===== config.mk =====
export PLATFORM = sky130hd
export DESIGN_NAME = tcce_front
export DESIGN_NICKNAME = d
export VERILOG_FILES = /design/src/hdl/tcce_pkg.sv /design/src/hdl/tcce_front.sv
export SDC_FILE = /design/constraint.sdc
export NUM_CORES = 1
export LEC_CHECK = 0
export ABC_AREA = 1
export BUFFER_PORTS_ARGS = -buffer_cell sky130_fd_sc_hd__buf_2
export CORE_AREA = 10 10 47 49
export DETAILED_ROUTE_END_ITERATION = 16
export DIE_AREA = 0 0 57 59
export GPL_TIMING_DRIVEN = 0
export PLACE_DENSITY = 0.7
export SETUP_SLACK_MARGIN = 0.15
export SLEW_MARGIN = 0
export SYNTH_ARGS = -nofsm -noshare
export SYNTH_HDL_FRONTEND = slang
export SYNTH_SLANG_ARGS = --single-unit

===== constraint.sdc =====
create_clock -name vclk -period 0.95
set_input_delay 0.19 -clock vclk [all_inputs]
set_output_delay 0.19 -clock vclk [all_outputs]
set_load 0.02 [all_outputs]

===== src/hdl/tcce_pkg.sv =====
// ----------------------------------------------------------------------------
// tcce_pkg - text console char engine shared definitions
// Screen geometry, word field widths, request/character codes, the command
// that travels from the front end to the executor, and the tab-stop helper.
// ----------------------------------------------------------------------------
package tcce_pkg;

  // screen geometry
  localparam int COLUMNS    = 80;
  localparam int ROWS       = 25;
  localparam int TAB_WIDTH  = 8;
  localparam int CELL_COUNT = COLUMNS * ROWS;
  localparam int COPY_LEN   = (ROWS - 1) * COLUMNS;  // cells moved by a scroll

  // internal widths
  localparam int ADDR_W    = $clog2(CELL_COUNT);
  localparam int CUR_COL_W = $clog2(COLUMNS);
  localparam int CUR_ROW_W = $clog2(ROWS);
  localparam int COLX_W    = $clog2(COLUMNS + TAB_WIDTH + 1);  // column before wrap
  localparam int ROWX_W    = $clog2(ROWS + 1);                 // row before scroll
  localparam int TAB_STOPS = COLUMNS / TAB_WIDTH + 1;

  // word field widths
  localparam int REQ_W    = 2;
  localparam int CHAR_W   = 8;
  localparam int INDEX_W  = 11;
  localparam int OCOL_W   = 7;
  localparam int OROW_W   = 5;
  localparam int LOC_W    = 11;
  localparam int CELL_W   = 16;
  localparam int ATTR_W   = 8;
  localparam int IN_TDATA_W  = 24;
  localparam int OUT_TDATA_W = 40;

  // command queue
  localparam int QUEUE_DEPTH = 2;
  localparam int Q_PTR_W     = (QUEUE_DEPTH > 1) ? $clog2(QUEUE_DEPTH) : 1;
  localparam int Q_CNT_W     = $clog2(QUEUE_DEPTH + 1);

  // request types
  localparam logic [REQ_W-1:0] REQ_PUT   = 2'd0;
  localparam logic [REQ_W-1:0] REQ_CLEAR = 2'd1;
  localparam logic [REQ_W-1:0] REQ_READ  = 2'd2;

  // character codes
  localparam logic [CHAR_W-1:0] CH_BS        = 8'h08;
  localparam logic [CHAR_W-1:0] CH_TAB       = 8'h09;
  localparam logic [CHAR_W-1:0] CH_LF        = 8'h0A;
  localparam logic [CHAR_W-1:0] CH_CR        = 8'h0D;
  localparam logic [CHAR_W-1:0] CH_BLANK     = 8'h20;
  localparam logic [CHAR_W-1:0] CH_PRINT_MAX = 8'h7F;

  localparam logic [ATTR_W-1:0] ATTR_RESET = 8'h0F;

  typedef enum logic [2:0] {
    OP_NOP,
    OP_PRINT,
    OP_BS,
    OP_TAB,
    OP_CR,
    OP_LF,
    OP_CLEAR,
    OP_READ
  } op_t;

  typedef struct packed {
    op_t               op;
    logic [CHAR_W-1:0] ch;
    logic [ADDR_W-1:0] addr;
    logic              idx_ok;
  } cmd_t;

  typedef enum logic [2:0] {
    ST_IDLE,
    ST_READ,
    ST_SCROLL,
    ST_BLANK,
    ST_CLEAR
  } state_t;

  // next multiple of TAB_WIDTH above col; independent compares against
  // constant stops, smallest match wins
  function automatic logic [COLX_W-1:0] tab_stop(input logic [CUR_COL_W-1:0] col);
    logic [COLX_W-1:0] stop;
    stop = '0;
    for (int k = TAB_STOPS; k >= 1; k--) begin
      if (COLX_W'(k * TAB_WIDTH) > COLX_W'(col)) begin
        stop = COLX_W'(k * TAB_WIDTH);
      end
    end
    return stop;
  endfunction

endpackage


===== src/hdl/tcce_front.sv =====
// ----------------------------------------------------------------------------
// tcce_front - request decoder
// Accepts input words and turns each into one executor command.
// ----------------------------------------------------------------------------
module tcce_front (
  input  logic                            in_tvalid,
  output logic                            in_tready,
  input  logic [tcce_pkg::IN_TDATA_W-1:0] in_tdata,
  output logic                            q_valid,
  input  logic                            q_ready,
  output tcce_pkg::cmd_t                  q_cmd
);

  logic [tcce_pkg::REQ_W-1:0]   req_type;
  logic [tcce_pkg::CHAR_W-1:0]  char_code;
  logic [tcce_pkg::INDEX_W-1:0] cell_index;

  assign req_type   = in_tdata[1:0];
  assign char_code  = in_tdata[9:2];
  assign cell_index = in_tdata[20:10];

  assign in_tready = q_ready;
  assign q_valid   = in_tvalid;

  always_comb begin
    q_cmd.ch     = char_code;
    q_cmd.addr   = tcce_pkg::ADDR_W'(cell_index);
    q_cmd.idx_ok = (32'(cell_index) < tcce_pkg::CELL_COUNT);
    priority if (req_type == tcce_pkg::REQ_CLEAR) begin
      q_cmd.op = tcce_pkg::OP_CLEAR;
    end else if (req_type == tcce_pkg::REQ_READ) begin
      q_cmd.op = tcce_pkg::OP_READ;
    end else if (req_type != tcce_pkg::REQ_PUT) begin
      q_cmd.op = tcce_pkg::OP_NOP;
    end else if (char_code == tcce_pkg::CH_BS) begin
      q_cmd.op = tcce_pkg::OP_BS;
    end else if (char_code == tcce_pkg::CH_TAB) begin
      q_cmd.op = tcce_pkg::OP_TAB;
    end else if (char_code == tcce_pkg::CH_CR) begin
      q_cmd.op = tcce_pkg::OP_CR;
    end else if (char_code == tcce_pkg::CH_LF) begin
      q_cmd.op = tcce_pkg::OP_LF;
    end else if (char_code >= tcce_pkg::CH_BLANK && char_code <= tcce_pkg::CH_PRINT_MAX) begin
      q_cmd.op = tcce_pkg::OP_PRINT;
    end else begin
      q_cmd.op = tcce_pkg::OP_NOP;
    end
  end

endmodule


### Yosys cells after proc, flatten, opt, wreduce, memory -nomap -nowiden

Cells that the tools add are included.

* register bits after elaboration: 0
* input bits: 26
* output and inout bits: 25
* word-level logic and storage cells: 19

* $lt $le $gt $ge: 3
* equality and inequality tests: 6
* mux-type cells: 8
* reduce and logical (&&, ||, !) cells: 2

Operators with widths (count)
* $eq A8 B4 Y1 const B: 4
* $mux W3: 7
* $lt A11 B11 Y1 const B: 1
* $ge A8 B6 Y1 const B: 1
* $le A8 B7 Y1 const B: 1
* $eq A2 B1 Y1 const B: 1
* $eq A2 B2 Y1 const B: 1
* $reduce_bool A2 Y1: 1
* $logic_and A1 B1 Y1: 1
* $mux W1: 1

### Logic depth before layout (Yosys ltp)

* depth in word-level cells: 10
* gate-level depth with buffers: 7
* gate-level depth less buffers: 7

### Least setup slack after synthesis

OpenSTA, ideal clock, no wires.

* path type: in2out
* start: in in_tdata[7] (netlist bit)
* end: out q_cmd[22] (netlist bit)
* data arrival time: 0.801 ns
* data required time: 0.760 ns
* path slack: -0.041 ns
* cell stages on the path: 5
* buffers on the path: 0
* cell sequence: inv_1 -> nand2_1 -> nor2_4 -> o21ai_1 -> a21boi_1

RTL lines
* from (decl): RTL line tcce_front.sv:8 `input logic [tcce_pkg::IN_TDATA_W-1:0] in_tdata,`
* to (decl): RTL line tcce_front.sv:11 `output tcce_pkg::cmd_t q_cmd`

==> impl_metrics.json <==
{
  "portBuffers": 42,
  "vdd_ir_drop_max_v": 0.000210,
  "status": "complete, but fails checks",
  "pin_count": 51,
  "crit_chain": "buf_8 -> clkinv_8 -> nand2_4 -> nor2_4 -> nand2_1 -> nand3_1 -> nand2_1 -> nand2_2 -> buf_6",
  "register_area_um2": 0,
  "startpoint_type": "primary input",
  "start_util_pct": 22.8,
  "tightest_slew_ns": 0.352,
  "grt_overflow": 0,
  "p_leak_uw": 0.000420,
  "drive_gt1_share_pct": 86.7,
  "wl_per_cell_um": 12.4,
  "grt_pass1_wl_mm": 2.15,
  "critPathTopFamily": "simple AND/OR/NAND/NOR gates",
  "min_path_cells": 2,
  "power.switching_uw": 185,
  "synth_top_area_share_pct": 49.4,
  "critPathKind": "primary input to primary output",
  "synth-seq-area-share_pct": 0,
  "slew_headroom_pct": 76.5,
  "std_cell_rows": 14,
  "netlist_instances": 55,
  "met3_usage_pct": 5.58,
  "grt_util_all_layers_pct": 7.32,
  "synth_cell_type_count": 14,
  "coreArea_mm2": 0.00140,
  "power_frac_clock_pct": 0,
  "crit_arrival_ns": 0.91,
  "holdWs_ns": 0.599,
  "hold_buffers": 0,
  "synth_top_area_cell": "buf_4",
  "place_ws_ns": -0.252,
  "holdPathEnd": "q_cmd[4]",
  "routed_via_density": 4.05,
  "cp_slowest_stage_delay_ns": 0.14,
  "drc": 0,
  "ant_nets": 0,
  "critPathBufInv": 3,
  "die_w_um": 57,
  "area_delta_synth_final_pct": 135,
  "grt_max_degree": 5,
  "stdcell_count": 114,
  "p_seq_share_pct": 0,
  "dp_hpwl_mm": 1.19,
  "synthTopCellsByArea": "buf_4 (49%), nand2_1 (13%), inv_1 (5.9%), a21boi_1 (4.7%), nor2_1 (4.7%)",
  "grt_setup_unrepaired": "yes",
  "finalSetupViolCount": 3,
  "slowest_stage": "nor2_4",
  "antenna_found_initial": 0,
  "dr.first_iter.drc_count": 0,
  "setup_ws_ns": -0.152,
  "num-clock-buffers": 0,
  "p_sw_share_pct": 48.6,
  "nets": 126,
  "period_minus_slack_ns": 1.10,
  "fill_cells": 139,
  "maxCapViolCount": 0,
  "drtPass1Iterations": 1,
  "yosys_warnings": 0,
  "clock.fmax_ghz": 0.907,
  "worstPathMaxFanout": 4,
  "crit_path_frequent_cell": "nand2_1",
  "syn_avg_cell_area_um2": 5.80,
  "grtUsageMet2_pct": 13.2,
  "multi_input_area_um2": 194,
  "wl_mm": 1.41,
  "hold_class": "primary input to primary output",
  "violations": "negative setup slack",
  "placed_area_um2": 608,
  "busiest_layer": "met2",
  "hold_viol": 0,
  "syn_area_um2": 319,
  "synth_nets": 81,
  "die_y_um": 59,
  "die_area_mm2": 0.00336,
  "fin_area_um2": 751,
  "power_density_mw_per_mm2": 506,
  "p_int_uw": 195,
  "grt_use_met1_pct": 6.92,
  "antenna_cells": 0,
  "grt_pass1_vias": 543,
  "p_comb_share_pct": 100.0,
  "post-route-period-util_pct": 116,
  "seq_cells": 0,
  "gp_congestion": 0.655,
  "dp_cells": 113,
  "vias": 462,
  "drv_slew": 0,
  "crit_required_ns": 0.76,
  "worstHoldStart": "in_tdata[13]",
  "cp-end-kind": "primary output"
}
[layout by cell type, fill, tap and decap left out]
cell type and instances:
buf_2 28, buf_4 21, buf_6 13, nand2_1 7
inv_4 3, nand2_4 3, nor2_1 3, nand2_2 3
nor2_4 2, buf_8 2, clkinv_8 1, clkinv_4 1
a21boi_4 1, inv_2 1, inv_8 1, o21ai_0 1
nand3_1 1, inv_1 1, and3_4 1, o2111ai_2 1
nor2_2 1, o21ai_2 1, a21boi_2 1
[area by class of cell]
cell class	instances	share of cell area, %
repair buffers	43	41.7
plain buffers	21	21.5
multi-input cells	26	25.8
well taps	16	2.67
inverters	8	8.33
[what timing repair did]
action,in CTS,in global routing
pin swaps,7,6
setup endpoints to repair,5,4
resized for setup,22,15
buffers inserted,0,1
[cell usage after synthesis, drive strengths merged]
cell and number:
buf 21, nand2 13, inv 8, nor2 6, a21boi 2, o21ai 2, and3 1, nand3 1
o2111ai 1
[power groups by stage]
stage	sequential, uW	clock (uW)	combinational (uW)
2_1_floorplan	0	0	201
3_3_place_gp	0	0	313
3_5_place_dp	0	0	317
4_1_cts	0	0	358
5_1_grt	0	0	407
6_report	0	0	380
[worst max-delay path by stage]
stage                startpoint   endpoint  slack, ns  cells after the start
finish              in_tdata[6]  q_cmd[20]      -0.15                      9
global route        in_tdata[3]  q_cmd[20]      -0.20                      9
CTS                 in_tdata[9]  q_cmd[20]      -0.18                      9
detailed placement  in_tdata[6]  q_cmd[20]      -0.25                      9
global placement    in_tdata[2]  q_cmd[20]      -0.21                      9
floorplan           in_tdata[2]  q_cmd[22]       0.06                      5
[metrics by stage]
step | setup TNS [ns] | total power, uW | util [%]
global placement | -0.570 | 313 | 43.4
global route | -0.509 | 407 | 53.6
detailed placement | -0.647 | 317 | 43.4
finish | -0.369 | 380 | 53.6
CTS | -0.472 | 358 | 49.8
floorplan | 0 | 201 | -
[layer usage]
| layer | up-vias | wire, um |
|---|---|---|
| met1 | 192 | 484 |
| li1 | 233 | - |
| met5 | - | 0 |
| met3 | 0 | 274 |
| met4 | 0 | 0 |
| met2 | 37 | 650 |
[logic make-up (layout without fill, tap and decap cells)]
group	count (synthesis)	count (layout)	share of synthesized area (%)
buf+inv	29	72	58.8
compound gates	5	5	10.6
simple gates	21	21	30.6
Note: power is estimated with default switching activity, not from simulation.
