File: src/hdl/tcce_pkg.sv
// ----------------------------------------------------------------------------
// tcce_pkg - text console char engine shared definitions
// Screen geometry, word field widths, request/character codes, the command
// that travels from the front end to the executor, and the tab-stop helper.
// ----------------------------------------------------------------------------
package tcce_pkg;

  // screen geometry
  localparam int COLUMNS    = 80;
  localparam int ROWS       = 25;
  localparam int TAB_WIDTH  = 8;
  localparam int CELL_COUNT = COLUMNS * ROWS;
  localparam int COPY_LEN   = (ROWS - 1) * COLUMNS;  // cells moved by a scroll

  // internal widths
  localparam int ADDR_W    = $clog2(CELL_COUNT);
  localparam int CUR_COL_W = $clog2(COLUMNS);
  localparam int CUR_ROW_W = $clog2(ROWS);
  localparam int COLX_W    = $clog2(COLUMNS + TAB_WIDTH + 1);  // column before wrap
  localparam int ROWX_W    = $clog2(ROWS + 1);                 // row before scroll
  localparam int TAB_STOPS = COLUMNS / TAB_WIDTH + 1;

  // word field widths
  localparam int REQ_W    = 2;
  localparam int CHAR_W   = 8;
  localparam int INDEX_W  = 11;
  localparam int OCOL_W   = 7;
  localparam int OROW_W   = 5;
  localparam int LOC_W    = 11;
  localparam int CELL_W   = 16;
  localparam int ATTR_W   = 8;
  localparam int IN_TDATA_W  = 24;
  localparam int OUT_TDATA_W = 40;

  // command queue
  localparam int QUEUE_DEPTH = 2;
  localparam int Q_PTR_W     = (QUEUE_DEPTH > 1) ? $clog2(QUEUE_DEPTH) : 1;
  localparam int Q_CNT_W     = $clog2(QUEUE_DEPTH + 1);

  // request types
  localparam logic [REQ_W-1:0] REQ_PUT   = 2'd0;
  localparam logic [REQ_W-1:0] REQ_CLEAR = 2'd1;
  localparam logic [REQ_W-1:0] REQ_READ  = 2'd2;

  // character codes
  localparam logic [CHAR_W-1:0] CH_BS        = 8'h08;
  localparam logic [CHAR_W-1:0] CH_TAB       = 8'h09;
  localparam logic [CHAR_W-1:0] CH_LF        = 8'h0A;
  localparam logic [CHAR_W-1:0] CH_CR        = 8'h0D;
  localparam logic [CHAR_W-1:0] CH_BLANK     = 8'h20;
  localparam logic [CHAR_W-1:0] CH_PRINT_MAX = 8'h7F;

  localparam logic [ATTR_W-1:0] ATTR_RESET = 8'h0F;

  typedef enum logic [2:0] {
    OP_NOP,
    OP_PRINT,
    OP_BS,
    OP_TAB,
    OP_CR,
    OP_LF,
    OP_CLEAR,
    OP_READ
  } op_t;

  typedef struct packed {
    op_t               op;
    logic [CHAR_W-1:0] ch;
    logic [ADDR_W-1:0] addr;
    logic              idx_ok;
  } cmd_t;

  typedef enum logic [2:0] {
    ST_IDLE,
    ST_READ,
    ST_SCROLL,
    ST_BLANK,
    ST_CLEAR
  } state_t;

  // next multiple of TAB_WIDTH above col; independent compares against
  // constant stops, smallest match wins
  function automatic logic [COLX_W-1:0] tab_stop(input logic [CUR_COL_W-1:0] col);
    logic [COLX_W-1:0] stop;
    stop = '0;
    for (int k = TAB_STOPS; k >= 1; k--) begin
      if (COLX_W'(k * TAB_WIDTH) > COLX_W'(col)) begin
        stop = COLX_W'(k * TAB_WIDTH);
      end
    end
    return stop;
  endfunction

endpackage

File: src/hdl/tcce_queue.sv
// ----------------------------------------------------------------------------
// tcce_queue - command FIFO
// Short FIFO between decoder and executor so each side stalls on its own.
// ----------------------------------------------------------------------------
module tcce_queue (
  input  logic           clk,
  input  logic           rst_n,
  input  logic           push_valid,
  output logic           push_ready,
  input  tcce_pkg::cmd_t push_cmd,
  output logic           pop_valid,
  input  logic           pop_ready,
  output tcce_pkg::cmd_t pop_cmd
);

  tcce_pkg::cmd_t entry_r [tcce_pkg::QUEUE_DEPTH];

  logic [tcce_pkg::Q_PTR_W-1:0] wr_ptr_r, wr_ptr_nxt;
  logic [tcce_pkg::Q_PTR_W-1:0] rd_ptr_r, rd_ptr_nxt;
  logic [tcce_pkg::Q_CNT_W-1:0] count_r, count_nxt;
  logic                         push, pop;

  assign push_ready = (count_r != tcce_pkg::Q_CNT_W'(tcce_pkg::QUEUE_DEPTH));
  assign pop_valid  = (count_r != '0);
  assign push       = push_valid && push_ready;
  assign pop        = pop_valid && pop_ready;
  assign pop_cmd    = entry_r[rd_ptr_r];

  always_comb begin
    wr_ptr_nxt = wr_ptr_r;
    rd_ptr_nxt = rd_ptr_r;
    count_nxt  = count_r;
    if (push) begin
      wr_ptr_nxt = (wr_ptr_r == tcce_pkg::Q_PTR_W'(tcce_pkg::QUEUE_DEPTH - 1)) ?
                   '0 : wr_ptr_r + 1'b1;
    end
    if (pop) begin
      rd_ptr_nxt = (rd_ptr_r == tcce_pkg::Q_PTR_W'(tcce_pkg::QUEUE_DEPTH - 1)) ?
                   '0 : rd_ptr_r + 1'b1;
    end
    if (push && !pop) begin
      count_nxt = count_r + 1'b1;
    end else if (pop && !push) begin
      count_nxt = count_r - 1'b1;
    end
  end

  always_ff @(posedge clk) begin
    if (!rst_n) begin
      wr_ptr_r <= '0;
      rd_ptr_r <= '0;
      count_r  <= '0;
    end else begin
      wr_ptr_r <= wr_ptr_nxt;
      rd_ptr_r <= rd_ptr_nxt;
      count_r  <= count_nxt;
    end
  end

  always_ff @(posedge clk) begin
    if (push) begin
      entry_r[wr_ptr_r] <= push_cmd;
    end
  end

endmodule

File: config.mk
export PLATFORM = sky130hd
export DESIGN_NAME = tcce_queue
export DESIGN_NICKNAME = d
export VERILOG_FILES = /design/src/hdl/tcce_pkg.sv /design/src/hdl/tcce_queue.sv
export SDC_FILE = /design/constraint.sdc
export NUM_CORES = 1
export LEC_CHECK = 0
export BUFFER_PORTS_ARGS = -buffer_cell sky130_fd_sc_hd__clkbuf_2
export CAP_MARGIN = 20
export CORE_MARGIN = 1.5
export CORE_UTILIZATION = 44
export DETAILED_ROUTE_END_ITERATION = 7
export PLACE_DENSITY = 0.68
export SYNTH_ARGS = -nofsm -noshare
export SYNTH_HDL_FRONTEND = slang
export SYNTH_SLANG_ARGS = --single-unit
File: constraint.sdc
create_clock -name clk -period 2.1 [get_ports clk]
set_input_delay 0.21 -clock clk [delete_from_list [all_inputs] [get_ports clk]]
set_output_delay 0.21 -clock clk [all_outputs]
set_load 0.02 [all_outputs]
[Word-level counts from Yosys, hierarchy flattened]
Memories as Yosys holds them, arrays and structs flattened. A register that Yosys moved wholly into a read port is not among the register bits.
Index checks and enable logic that the tools add are counted.
Word-level totals
  memories kept: 1
  output and inout bits: 25
  logic and storage cells: 25
  RAM bits: 46
  register bits after elaboration: 4
  input port bits: 27
Cells by class
  $add $sub $neg: 4
  equality and inequality tests: 1
  multiplexer cells: 8
  reduce and logical (&&, ||, !) cells: 8
Memory list
  entry_r: depth 2, bits a word 23, rd ports 1, clocked after Yosys merged registers in 1, wr ports 1, RTL line tcce_queue.sv:16  | tcce_pkg::cmd_t entry_r [tcce_pkg::QUEUE_DEPTH];
Operators by type and width (number)
  1-bit 2-to-1 mux: 6
  1-bit logical AND: 4
  2-bit 2-to-1 mux: 2
  2-bit nonzero test: 2
  1-bit adder, second input constant: 2
  2-bit by 1-bit adder with 2-bit output, second input constant: 1
  1-bit zero test: 2
  2-bit != test, second input constant: 1
  2-bit by 1-bit subtractor with 2-bit output, second input constant: 1

[Longest topological paths before layout]
Gate-level depths: netlist of run 1.
  depth after elaboration: 6
  gate-level depth with buffers: 6
  depth with buffers taken out: 6

[Worst setup path before layout of run 1]
Ideal clock, no wire load.
  path type: register -> register
  start: register count_r[0] (netlist name)
  end: memory entry_r[1][0] (netlist name), enable pin
  required time: 1.718 ns
  clock period less this slack: 1.615 ns
  slack: 0.485 ns
  library setup time: 0.382 ns
  buffers on the path: 0
  data arrival time: 1.233 ns
  cell stages (with the launch flop): 3
  cell sequence: dfxtp_1 > nand2b_4 > and3_1
On the way
  cells in the longest elaborated chain, start to end: 4
Ends and longest elaborated chain
  start: declaration: RTL line tcce_queue.sv:20  | logic [tcce_pkg::Q_CNT_W-1:0] count_r, count_nxt;
  start signal: assignment: RTL line tcce_queue.sv:56  | count_r <= count_nxt;
  2-bit != test: RTL line tcce_queue.sv:23  | assign push_ready = (count_r != tcce_pkg::Q_CNT_W'(tcce_pkg::QUEUE_DEPTH));
  named net push_ready: RTL line tcce_queue.sv:9  | output logic push_ready,
  1-bit logical AND: RTL line tcce_queue.sv:25  | assign push = push_valid && push_ready;
  1-bit 2-to-1 mux: RTL line tcce_queue.sv:61  | if (push) begin
  1-bit 2-to-1 mux (not written as such): RTL line tcce_queue.sv:62  | entry_r[wr_ptr_r] <= push_cmd;
  end: declaration: RTL line tcce_queue.sv:16
The timed path passes the listed nets, and every way through them passes these cells.

[Worst setup path after layout of run 1]
  start: register count_r[0] (netlist name)
  end: register count_r[1] (netlist name)
On the way
  cells in the longest elaborated chain, start to end: 5
  elaborated cells on any way between the ends: 13
  classes of those cells: 2 x add/sub; 1 x eq/ne; 2 x mux; 8 x reduce/logical
Ends and longest elaborated chain
  2-bit != test *: RTL line tcce_queue.sv:23
  1-bit logical AND *: RTL line tcce_queue.sv:25
  named net push: RTL line tcce_queue.sv:21  | logic push, pop;
  1-bit zero test: RTL line tcce_queue.sv:43  | end else if (pop && !push) begin
  1-bit logical AND: RTL line tcce_queue.sv:43
  2-bit nonzero test (no source line)
Mark *: on every way through the listed nets, which the timed path passes. The rest lies on a longest branch. The select of a mux whose other input is x is not followed.
A chain may end at the register's enable or synchronous reset.

==> results of run 1 <==
cell families after synthesis:
kind of cell             after synthesis  share of synthesized area, %
flip-flops                            51                         78.26
multiplexers                          23                         13.68
AND/OR/NAND/NOR                        9                         3.437
AO/OA/AOI/OAI                          5                         1.850
XOR/XNOR                               3                         1.388
buffers and inverters                  3                        0.7269
adder cells (fa/ha/maj)                1                        0.6608
worst reg2reg max path: cells and delay by family, from the launching register on:
| kind | cells | cell delay (ns) |
|---|---|---|
| DFF | 1 | 0.37 |
| AOI/OAI and AO/OA | 1 | 0.14 |
| adders and majority gates | 1 | 0.33 |
| and+or+nand+nor | 3 | 0.71 |
flip-flops by register name (all words and copies together) (netlist names), named ones only:
signal    count
entry_r      46
rd_ptr_r      1
count_r       2
wr_ptr_r      1
placed cells by master (no fill, tap or decap), drive strengths merged:
cell type	instances
xor2	1
or2	1
mux2	23
edfxtp	46
inv	1
a21boi	2
buf	5
and2	4
nand2b	1
or3	1
clkinvlp	1
dfxtp	5
and3	1
xnor2	2
o21ai	2
ha	1
nand3b	1
clkinv	1
a21bo	1
clkbuf	57
metrics by stage:
stage	total power (µW)	instances	area, µm²
floorplan	1950	95	1893
global placement	2214	199	2251
detailed placement	2250	199	2251
CTS	2769	207	2336
global route	2895	207	2336
finish	2734	207	2336
routing by layer:
layer / vias up / GRT usage, % / share of wire [%] / wire length (µm)
li1: 483 / - / - / -
met1: 469 / 15.79 / 42 / 1233
met2: 32 / 23.56 / 51 / 1490
met3: 7 / 4.545 / 5.4 / 160
met4: 0 / 6.750 / 2.0 / 60
met5: - / 0 / 0 / 0
power groups by stage:
| stage | logic (µW) | clock network, µW | registers [µW] |
|---|---|---|---|
| global route | 963 | 589 | 1340 |
| CTS | 901 | 539 | 1330 |
| floorplan | 608 | 0 | 1340 |
| global placement | 875 | 0 | 1340 |
| detailed placement | 897 | 0 | 1350 |
| finish | 884 | 522 | 1330 |
layout make-up:
class                      count  share of cell area, %
clock buffer                   6                  3.107
sequential                    51                  63.42
multi-input combinational     41                  17.03
timing repair buffer          56                  13.07
inverter                       1                 0.1607
tap                           50                  2.678
clock inverter                 2                 0.5356
path summary, 6_finish.rpt:
path / from / endpoint / slack, ns / cells after the start
max: count_r[0]$_SDFFE_PN0P_ / count_r[1]$_SDFFE_PN0P_ / 0.49 / 5
min: push_cmd[20] / entry_r[1][20]$_DFFE_PP_ / 0.10 / 1
max reg2reg: count_r[0]$_SDFFE_PN0P_ / count_r[1]$_SDFFE_PN0P_ / 0.49 / 5
min reg2reg: wr_ptr_r$_SDFFE_PN0P_ / wr_ptr_r$_SDFFE_PN0P_ / 0.58 / 2
Yosys cell counts (all sizes together):
| master | instances | area, µm² |
|---|---|---|
| inv | 1 | 3.750 |
| or3 | 1 | 6.260 |
| and2 | 4 | 25.02 |
| mux2 | 23 | 259.0 |
| o21ai | 2 | 10.00 |
| dfxtp | 5 | 100.1 |
| buf | 2 | 10.01 |
| a21bo | 1 | 10.01 |
| nand3b | 1 | 7.510 |
| ha | 1 | 12.51 |
| xor2 | 1 | 8.760 |
| and3 | 1 | 6.260 |
| edfxtp | 46 | 1381 |
| xnor2 | 2 | 17.52 |
| nand2b | 1 | 13.76 |
| or2 | 1 | 6.260 |
| a21boi | 2 | 15.02 |
==> summary.md, run 1 <==
| Metric | Value |
|---|---|
| Leak pwr | between 0.0009 and 0.001 µW |
| Worst hold slack | between 0.1 and 0.15 ns |
| Fmax | 622.1 MHz |
| Die span in x | roughly 70 µm |
| ANT cells | 0 |
| P_sw | about 840 µW |
| Layout filler cell count | 320 |
| Core area | about 4100 µm² |
| Sequential element share of the synthesized area | 78.26% |
| Mapped Cells | between 90 and 100 |
| FF+latch count, synth | 51 |
| Tightest Hold Check Type | in2reg |
| Worst-path maximum fanout | 5 |
| Initial core utilization | between 40% and 50% |
| P_int | between 1500 and 2000 µW |
| Status | completed |
| CP Class | reg2reg |
| Final period util | 76.55% |
| Dpl ws | between 0.5 and 0.6 ns |
| Setup TNS | 0 ns |
| Iteration-0 DRC Markers | 48 |
| Setup ws final | between 0.4 and 0.5 ns |
| Final Hold Violating Endpoints | 0 |
| Maximum clock insertion buffer count | 2 |
| Vias per cell | about 4.8 |
| Synth Warn # | 0 |
| Top Family by Delay on Critical Path | simple AND/OR/NAND/NOR gates |
| RePlAce Congestion | 0.6398 |
| Synth unique cells | 19 |
| Number of max-cap violations | 0 |
| Root Buffer | clkbuf_8 |
| Initial DRT Pass Iterations | 4 |
| Die Y | between 60 and 70 µm |
| Worst path bufs/invs | 0 |
| Layout Nets | between 150 and 200 |
| Syn nets | around 120 |
| PortBufs | approximately 50 |
| Area growth, synth to finish | 23.40% |
| DR WL/cell | 14.23 µm |
| Antenna-violating nets left | 0 |
| Initial antenna violation count | 0 |
| DR vias | just under 1k |
| Total die area | about 4700 µm² |
| RSZ-0062 raised after global routing | false |
| Final setup viols | 0 |
| # rows | 23 |
| Setup Skew | approximately 0.0053 ns |
| DR DRC count | 0 |
| Min Clock Period, post-route | around 1.6 ns |
| Share of cells above drive strength 1 | 56.69% |
| CTS tree | done |
| Worst Setup End Kind | flop |
| Final Util | 57.57% |
| Post-cts sizing count | 0 |
| Pins Over Slew Limit | 0 |
| GRT Overall Usage | between 10% and 20% |
| Cts hold-fix bufs | 0 |
| Post-CTS setup buffers | 0 |
| Clk pin slew, worst setup/hold paths | 0.08 ns |
| Worst Path Required | 2.33 ns |
| Gate power share | 32.3% |
| Seq pwr share | ~50% |
| Critical Path Start Type | flop |
| Largest net degree at the start of global routing | 16 |
| Critical path's slowest cell | dfxtp_1 |
| Sw Share | 30.71% |
| Netlist Area Pre-Place | about 1900 µm² |
| Slew headroom | between 70% and 80% |
| CTS buffer count | 5 |
| Arrival time worst endpoint | around 1.8 ns |
| CP cell instances | nand2b_4, and2_1, ha_1, or3_1, a21boi_1 |
| Final wirelength | 2945 µm |
| Slowest stage delay, CP | around 0.37 ns |
| Register area | roughly 1500 µm² |
| Clk pwr share | approximately a fifth |
| Total congestion overflow | 0 |
| H-tree level count | 2 |
| Io pins | between 50 and 60 |
| Avg Cell Area, Syn | ~20 µm² |
| Pwr Density | roughly 1200 nW/µm² |
| Multi-input gate area | between 300 and 400 µm² |
| Worst-Skew Late Latency | 0.29 ns |
| # clock sinks | 51 |
| Vias in the first global route | 1022 |
| Worst vdd ir | 0.7071 mV |
| Worst Max-Slew Pin Slew | 0.4079 ns |
| First-pass GRT wire length | 4560 µm |
No activity file was read; power rests on OpenSTA's default activity.
==> run 2, diff against run 1 <==
--- a/config.mk
+++ b/config.mk
@@ -10,7 +10,7 @@
 export CORE_MARGIN = 1.5
 export CORE_UTILIZATION = 44
 export DETAILED_ROUTE_END_ITERATION = 7
-export PLACE_DENSITY = 0.68
+export PLACE_DENSITY = 0.71
 export SYNTH_ARGS = -nofsm -noshare
 export SYNTH_HDL_FRONTEND = slang
 export SYNTH_SLANG_ARGS = --single-unit
==> constraint.sdc (replaced) <==
create_clock -name clk -period 1.3 [get_ports clk]
set_input_delay 0.13 -clock clk [delete_from_list [all_inputs] [get_ports clk]]
set_output_delay 0.13 -clock clk [all_outputs]
set_load 0.02 [all_outputs]
==> run 2 against run 1 <==
The flow now finishes with violations (negative setup slack); non-clock buffer count increased by 11; critical path depth grew 1; sequential power increased by 65%; cell area rose by 17%; critical endpoint unchanged; highest routed layer unchanged.
==> summary.md, run 2 (synthesized netlist as in run 1, its figures left out) <==
| Metric | Value |
|---|---|
| PortBufs | a little over 50 |
| Vias per cell | roughly 5.0 |
| Most common cell after layout, fill and taps aside | edfxtp_1 |
| CP Class | reg2reg |
| Biggest regs | entry_r: 46 flops, count_r: 2 flops |
| Share of cells above drive strength 1 | approximately 64% |
| RSZ-0062 raised after global routing | true |
| Most flops, register | entry_r |
| Clk pin slew, worst setup/hold paths | ~0.08 ns |
| Worst Max-Slew Pin Slew | just under 0.2 ns |
| Final period util | 112.9% |
| Worst vdd ir | between 1 and 1.5 mV |
| Core area | around 4000 µm² |
| Pwr Density | about 1900 nW/µm² |
| Final setup viols | 72 |
| Die span in x | ~69 µm |
| Total die area | about 4700 µm² |
| RePlAce Congestion | about 0.64 |
| Critical Path Start Type | flop |
| Largest net degree at the start of global routing | 18 |
| Initial core utilization | roughly 47% |
| Most frequent cells in the layout | edfxtp_1, clkbuf_2, buf_6 |
| Area growth, synth to finish | 44.22% |
| CTS tree | done |
| H-tree level count | 2 |
| First-pass GRT wire length | just under 5000 µm |
| Maximum clock insertion buffer count | 2 |
| Root Buffer | clkbuf_8 |
| Antenna-violating nets left | 0 |
| Final wirelength | roughly 3500 µm |
| Tightest Hold Check Type | in2reg |
| Number of max-cap violations | 0 |
| Layout filler cell count | between 200 and 300 |
| Slew headroom | 87.04% |
| Fmax | just under 700 MHz |
| Vias in the first global route | about 1.1k |
| Layout Nets | just under 200 |
| DP Wirelength | 2269 µm |
| ANT cells | 0 |
| Max reg flops | 46 |
| DR DRC count | 0 |
| CTS buffer count | 5 |
| # rows | 23 |
| Arrival time worst endpoint | 1.67 ns |
| Post-route total power | between 5000 and 6000 µW |
| Die Y | between 60 and 70 µm |
| Initial DRT Pass Iterations | 4 |
| Setup ws final | -0.1672 ns |
| Status | complete, but fails checks |
| Dpl ws | -0.1625 ns |
| Leak pwr | 0.001069 µW |
| Cts hold-fix bufs | 0 |
| Worst reg2reg setup slack | -0.17 ns |
| Failing checks | negative setup slack |
| Initial antenna violation count | 0 |
| Worst-Skew Late Latency | 0.29 ns |
| Worst Setup End Kind | flop |
| Worst-path maximum fanout | 4 |
| Io pins | 52 |
| DR vias | ~1.1k |
| Worst Path Required | around 1.5 ns |
| Iteration-0 DRC Markers | between 40 and 50 |
| Pins Over Slew Limit | 0 |
| Min Clock Period, post-route | 1.467 ns |
| GRT Overall Usage | approximately 15% |
| # clock sinks | just over 50 |
| Setup Skew | between 0.009 and 0.01 ns |
| DR WL/cell | between 15 and 20 µm |
| Total congestion overflow | 0 |
| Final Hold Violating Endpoints | 0 |
## run 2: cell count changes in the layout (fill, tap and decap cells not counted), moves of 2 or more
| cell | delta |
|---|---|
| mux2_4 | +16 |
| mux2_2 | -16 |
| dfxtp_1 | -3 |
| buf_2 | +5 |
| buf_4 | +2 |
| buf_12 | +3 |
| buf_8 | +2 |
| dfxtp_4 | +2 |
| clkbuf_16 | +2 |
| clkbuf_2 | -24 |
| buf_6 | +21 |
## run 2: metrics by stage
step                utilization [%]  instances  instance area (µm²)  setup TNS [ns]  hold WS [ns]
finish                        67.28        217                 2730          -7.319       0.02429
global placement              58.03        205                 2355        -0.05061        0.3199
CTS                           60.59        212                 2459          -3.740       0.01911
detailed placement            58.03        205                 2355         -0.3285        0.3221
global route                  67.28        217                 2730          -10.01       0.01176
floorplan                         -         95                 1914          -1.754        0.2289
## run 2: power by group
group | leakage (µW) | internal, µW | switching [µW] | total (µW)
Combinational | 0.000558 | 1300 | 981 | 2280
Clock | 0.0000383 | 371 | 450 | 821
Sequential | 0.000472 | 2070 | 116 | 2190
## run 2: worst paths after layout
kind | start | end | cells after the start
max | count_r[0]$_SDFFE_PN0P_ | count_r[1]$_SDFFE_PN0P_ | 6
min | push_cmd[21] | entry_r[1][21]$_DFFE_PP_ | 1
max reg2reg | count_r[0]$_SDFFE_PN0P_ | count_r[1]$_SDFFE_PN0P_ | 6
min reg2reg | rd_ptr_r$_SDFFE_PN0P_ | flop | 2
## run 2: final cells by class
class	count	area [µm²]	area share, %
flip-flops and latches	51	1490	54.58
inverters	1	7.507	0.2750
well taps	50	62.56	2.291
clock buffers	7	76.32	2.796
repair buffers	67	601.8	22.04
multi-input cells	41	491.7	18.01
## run 2: per-layer routing
| metal | up-vias | track usage (%) | wire length [µm] |
|---|---|---|---|
| li1 | 506 | - | - |
| met1 | 532 | 15.84 | 1263 |
| met2 | 36 | 26.56 | 1956 |
| met5 | - | 0 | 0 |
| met4 | 0 | 6.000 | 59 |
| met3 | 7 | 5.519 | 224 |
## run 2: critical path: stages (launching register included)
cell,delay [ns]
dfxtp_2,0.35
nand2b_4,0.14
and2_4,0.14
ha_4,0.16
xor2_2,0.14
or3_1,0.30
a21boi_1,0.15
## run 2: what timing repair did
item / 4_1_cts / 5_1_grt
setup buffers: 0 / 3
cloned: 0 / 2
pin swaps: 0 / 0
setup endpoints to repair: 48 / 71
resized for setup: 8 / 81
==> run 3, diff against run 2 <==
--- a/config.mk
+++ b/config.mk
@@ -7,10 +7,13 @@
 export LEC_CHECK = 0
 export BUFFER_PORTS_ARGS = -buffer_cell sky130_fd_sc_hd__clkbuf_2
 export CAP_MARGIN = 20
+export CELL_PAD_IN_SITES_DETAIL_PLACEMENT = 1
+export CELL_PAD_IN_SITES_GLOBAL_PLACEMENT = 1
 export CORE_MARGIN = 1.5
-export CORE_UTILIZATION = 44
+export CORE_UTILIZATION = 38
+export CTS_BUF_LIST = sky130_fd_sc_hd__clkbuf_16
 export DETAILED_ROUTE_END_ITERATION = 7
-export PLACE_DENSITY = 0.71
+export PLACE_DENSITY = 0.72
 export SYNTH_ARGS = -nofsm -noshare
 export SYNTH_HDL_FRONTEND = slang
 export SYNTH_SLANG_ARGS = --single-unit
==> run 3 against run 2 <==
The run still ends with negative setup slack left; die area is 15% higher; first-iteration DRC count is 14% lower; sequential power hardly changed; critical endpoint unchanged.
==> summary.md, run 3 (synthesized netlist as in run 1, its figures left out) <==
| Metric | Value |
|---|---|
| Pwr Density | about 2100 nW/µm² |
| DR vias | between 1k and 1.5k |
| Pins Over Slew Limit | 0 |
| Worst Max-Slew Pin Slew | roughly 0.19 ns |
| Number of max-cap violations | 0 |
| Biggest regs | entry_r: 46 flops, count_r: 2 flops |
| Sw Share | 27.92% |
| Arrival time worst endpoint | 1.69 ns |
| Gate power share | 41.3% |
| Slew headroom | between 80% and 90% |
| DR WL/cell | 17.97 µm |
| Iteration-0 DRC Markers | 37 |
| Antenna-violating nets left | 0 |
| Post-route total power | about 6200 µW |
| Worst reg2reg setup slack | -0.19 ns |
| Die span in x | around 74 µm |
| DP Wirelength | about 2700 µm |
| Setup ws final | -0.1898 ns |
| Area after DPL | about 2400 µm² |
| RSZ-0062 raised after global routing | true |
| Seq pwr share | around a third |
| Total congestion overflow | 0 |
| Most frequent cells in the layout | edfxtp_1, clkbuf_2, mux2_4 |
| RePlAce Congestion | about 0.7 |
| Worst-Skew Late Latency | between 0.2 and 0.3 ns |
| Final period util | 114.6% |
| Final Hold Violating Endpoints | 0 |
| Io pins | 52 |
| CTS tree | done |
| Most common cell after layout, fill and taps aside | edfxtp_1 |
| Final Util | between 60% and 70% |
| Status | complete, but fails checks |
| Setup TNS | -5.380 ns |
| CTS buffer count | 5 |
| Critical Path Start Type | flop |
| Clk pwr share | between 20% and 30% |
| Worst Path Required | ~1.5 ns |
| ANT cells | 0 |
| Max reg flops | 46 |
| Total die area | 5414 µm² |
| Hold path start | push_cmd[12] |
| # rows | 25 |
| Worst Setup End Kind | flop |
| GRT Overall Usage | approximately 16% |
| P_int | 4485 µW |
| P_sw | roughly 1700 µW |
| Area growth, synth to finish | 56.05% |
| Worst-path maximum fanout | 4 |
| # clock sinks | 51 |
| Die Y | approximately 74 µm |
| Setup Skew | approximately 0.0060 ns |
| Clk pin slew, worst setup/hold paths | around 0.070 ns |
| Maximum clock insertion buffer count | 2 |
| Final wirelength | 4204 µm |
| Layout filler cell count | 451 |
| Leak pwr | around 0.0012 µW |
| Vias in the first global route | roughly 1.2k |
| Reg2reg start | count_r[0]$_SDFFE_PN0P_ |
| Share of cells above drive strength 1 | between 60% and 70% |
| Failing checks | negative setup slack |
| Initial DRT Pass Iterations | 6 |
| First-pass GRT wire length | 6196 µm |
| Fmax | 671.2 MHz |
| Root Buffer | clkbuf_16 |
| PortBufs | ~50 |
| Worst vdd ir | around 1.1 mV |
| Most flops, register | entry_r |
| H-tree level count | 2 |
| Worst Setup SP | count_r[0]$_SDFFE_PN0P_ |
| Tightest Hold Check Type | in2reg |
| Cts hold-fix bufs | 0 |
| Initial core utilization | between 30% and 40% |
| DR DRC count | 0 |
| Largest net degree at the start of global routing | 16 |
| Layout Nets | 194 |
| CP Class | reg2reg |
| Min Clock Period, post-route | approximately 1.5 ns |
| Post-route cell area | just under 3000 µm² |
| Core area | 4755 µm² |
| Initial antenna violation count | 0 |
| Final setup viols | 47 |
| Vias per cell | around 4.6 |
==> run 3: cell count changes in the layout (fill, tap and decap cells not counted), sizes merged <==
cell    previous run  this run
inv                0         2
bufinv             0         1
clkbuf            36        35
buf               38        36
==> run 3: worst max-delay path, cell delays in order (launching register included) <==
cell and delay, ns:
dfxtp_2 0.34, nand2b_4 0.14, and2_4 0.14, ha_4 0.15, xor2_2 0.14, or3_1 0.33
a21boi_1 0.16
==> run 3: power groups by stage <==
stage          Clock (µW)  Combinational, µW  Sequential, µW
2_1_floorplan           0               1020            2170
3_3_place_gp            0               1640            2160
3_5_place_dp            0               1710            2190
4_1_cts              1470               2180            2190
5_1_grt              1520               2710            2220
6_report             1450               2570            2200
==> run 3: worst paths after layout <==
kind	endpoint	cells past startpoint
hold / removal	entry_r[1][12]$_DFFE_PP_	1
setup / recovery	count_r[1]$_SDFFE_PN0P_	6
setup reg to reg	count_r[1]$_SDFFE_PN0P_	6
hold reg to reg	flop	2
==> run 3: per-stage QoR <==
stage / worst slack, ns / instances / hold slack, ns
detailed placement: -0.1690 / 222 / 0.3247
global route: -0.2272 / 234 / 0.02276
floorplan: -0.09739 / 95 / 0.2289
finish: -0.1898 / 234 / 0.02734
CTS: -0.1868 / 231 / 0.01897
global placement: -0.04939 / 222 / 0.3212
==> run 3: layout make-up <==
cell class	instances	area, µm²	area share (%)
Clock buffer	5	125.1	4.235
Inverter	1	7.507	0.2541
Clock inverter	3	37.54	1.271
Sequential cell	51	1488	50.36
Multi-Input combinational cell	41	514.2	17.41
Timing Repair Buffer	66	698.2	23.63
Tap cell	67	83.83	2.838
==> run 3: layer usage <==
| layer | global-route usage, % | wire length (µm) |
|---|---|---|
| met4 | 8.848 | 63 |
| met1 | 18.44 | 1718 |
| met3 | 5.761 | 164 |
| met5 | 0 | 0 |
| met2 | 27.43 | 2257 |
==> run 3: timing repair <==
action | 4_1_cts | 5_1_grt
setup buffers | 1 | 1
cloned | 1 | 2
pin swaps | 0 | 0
setup endpoints to repair | 64 | 72
resized for setup | 49 | 53
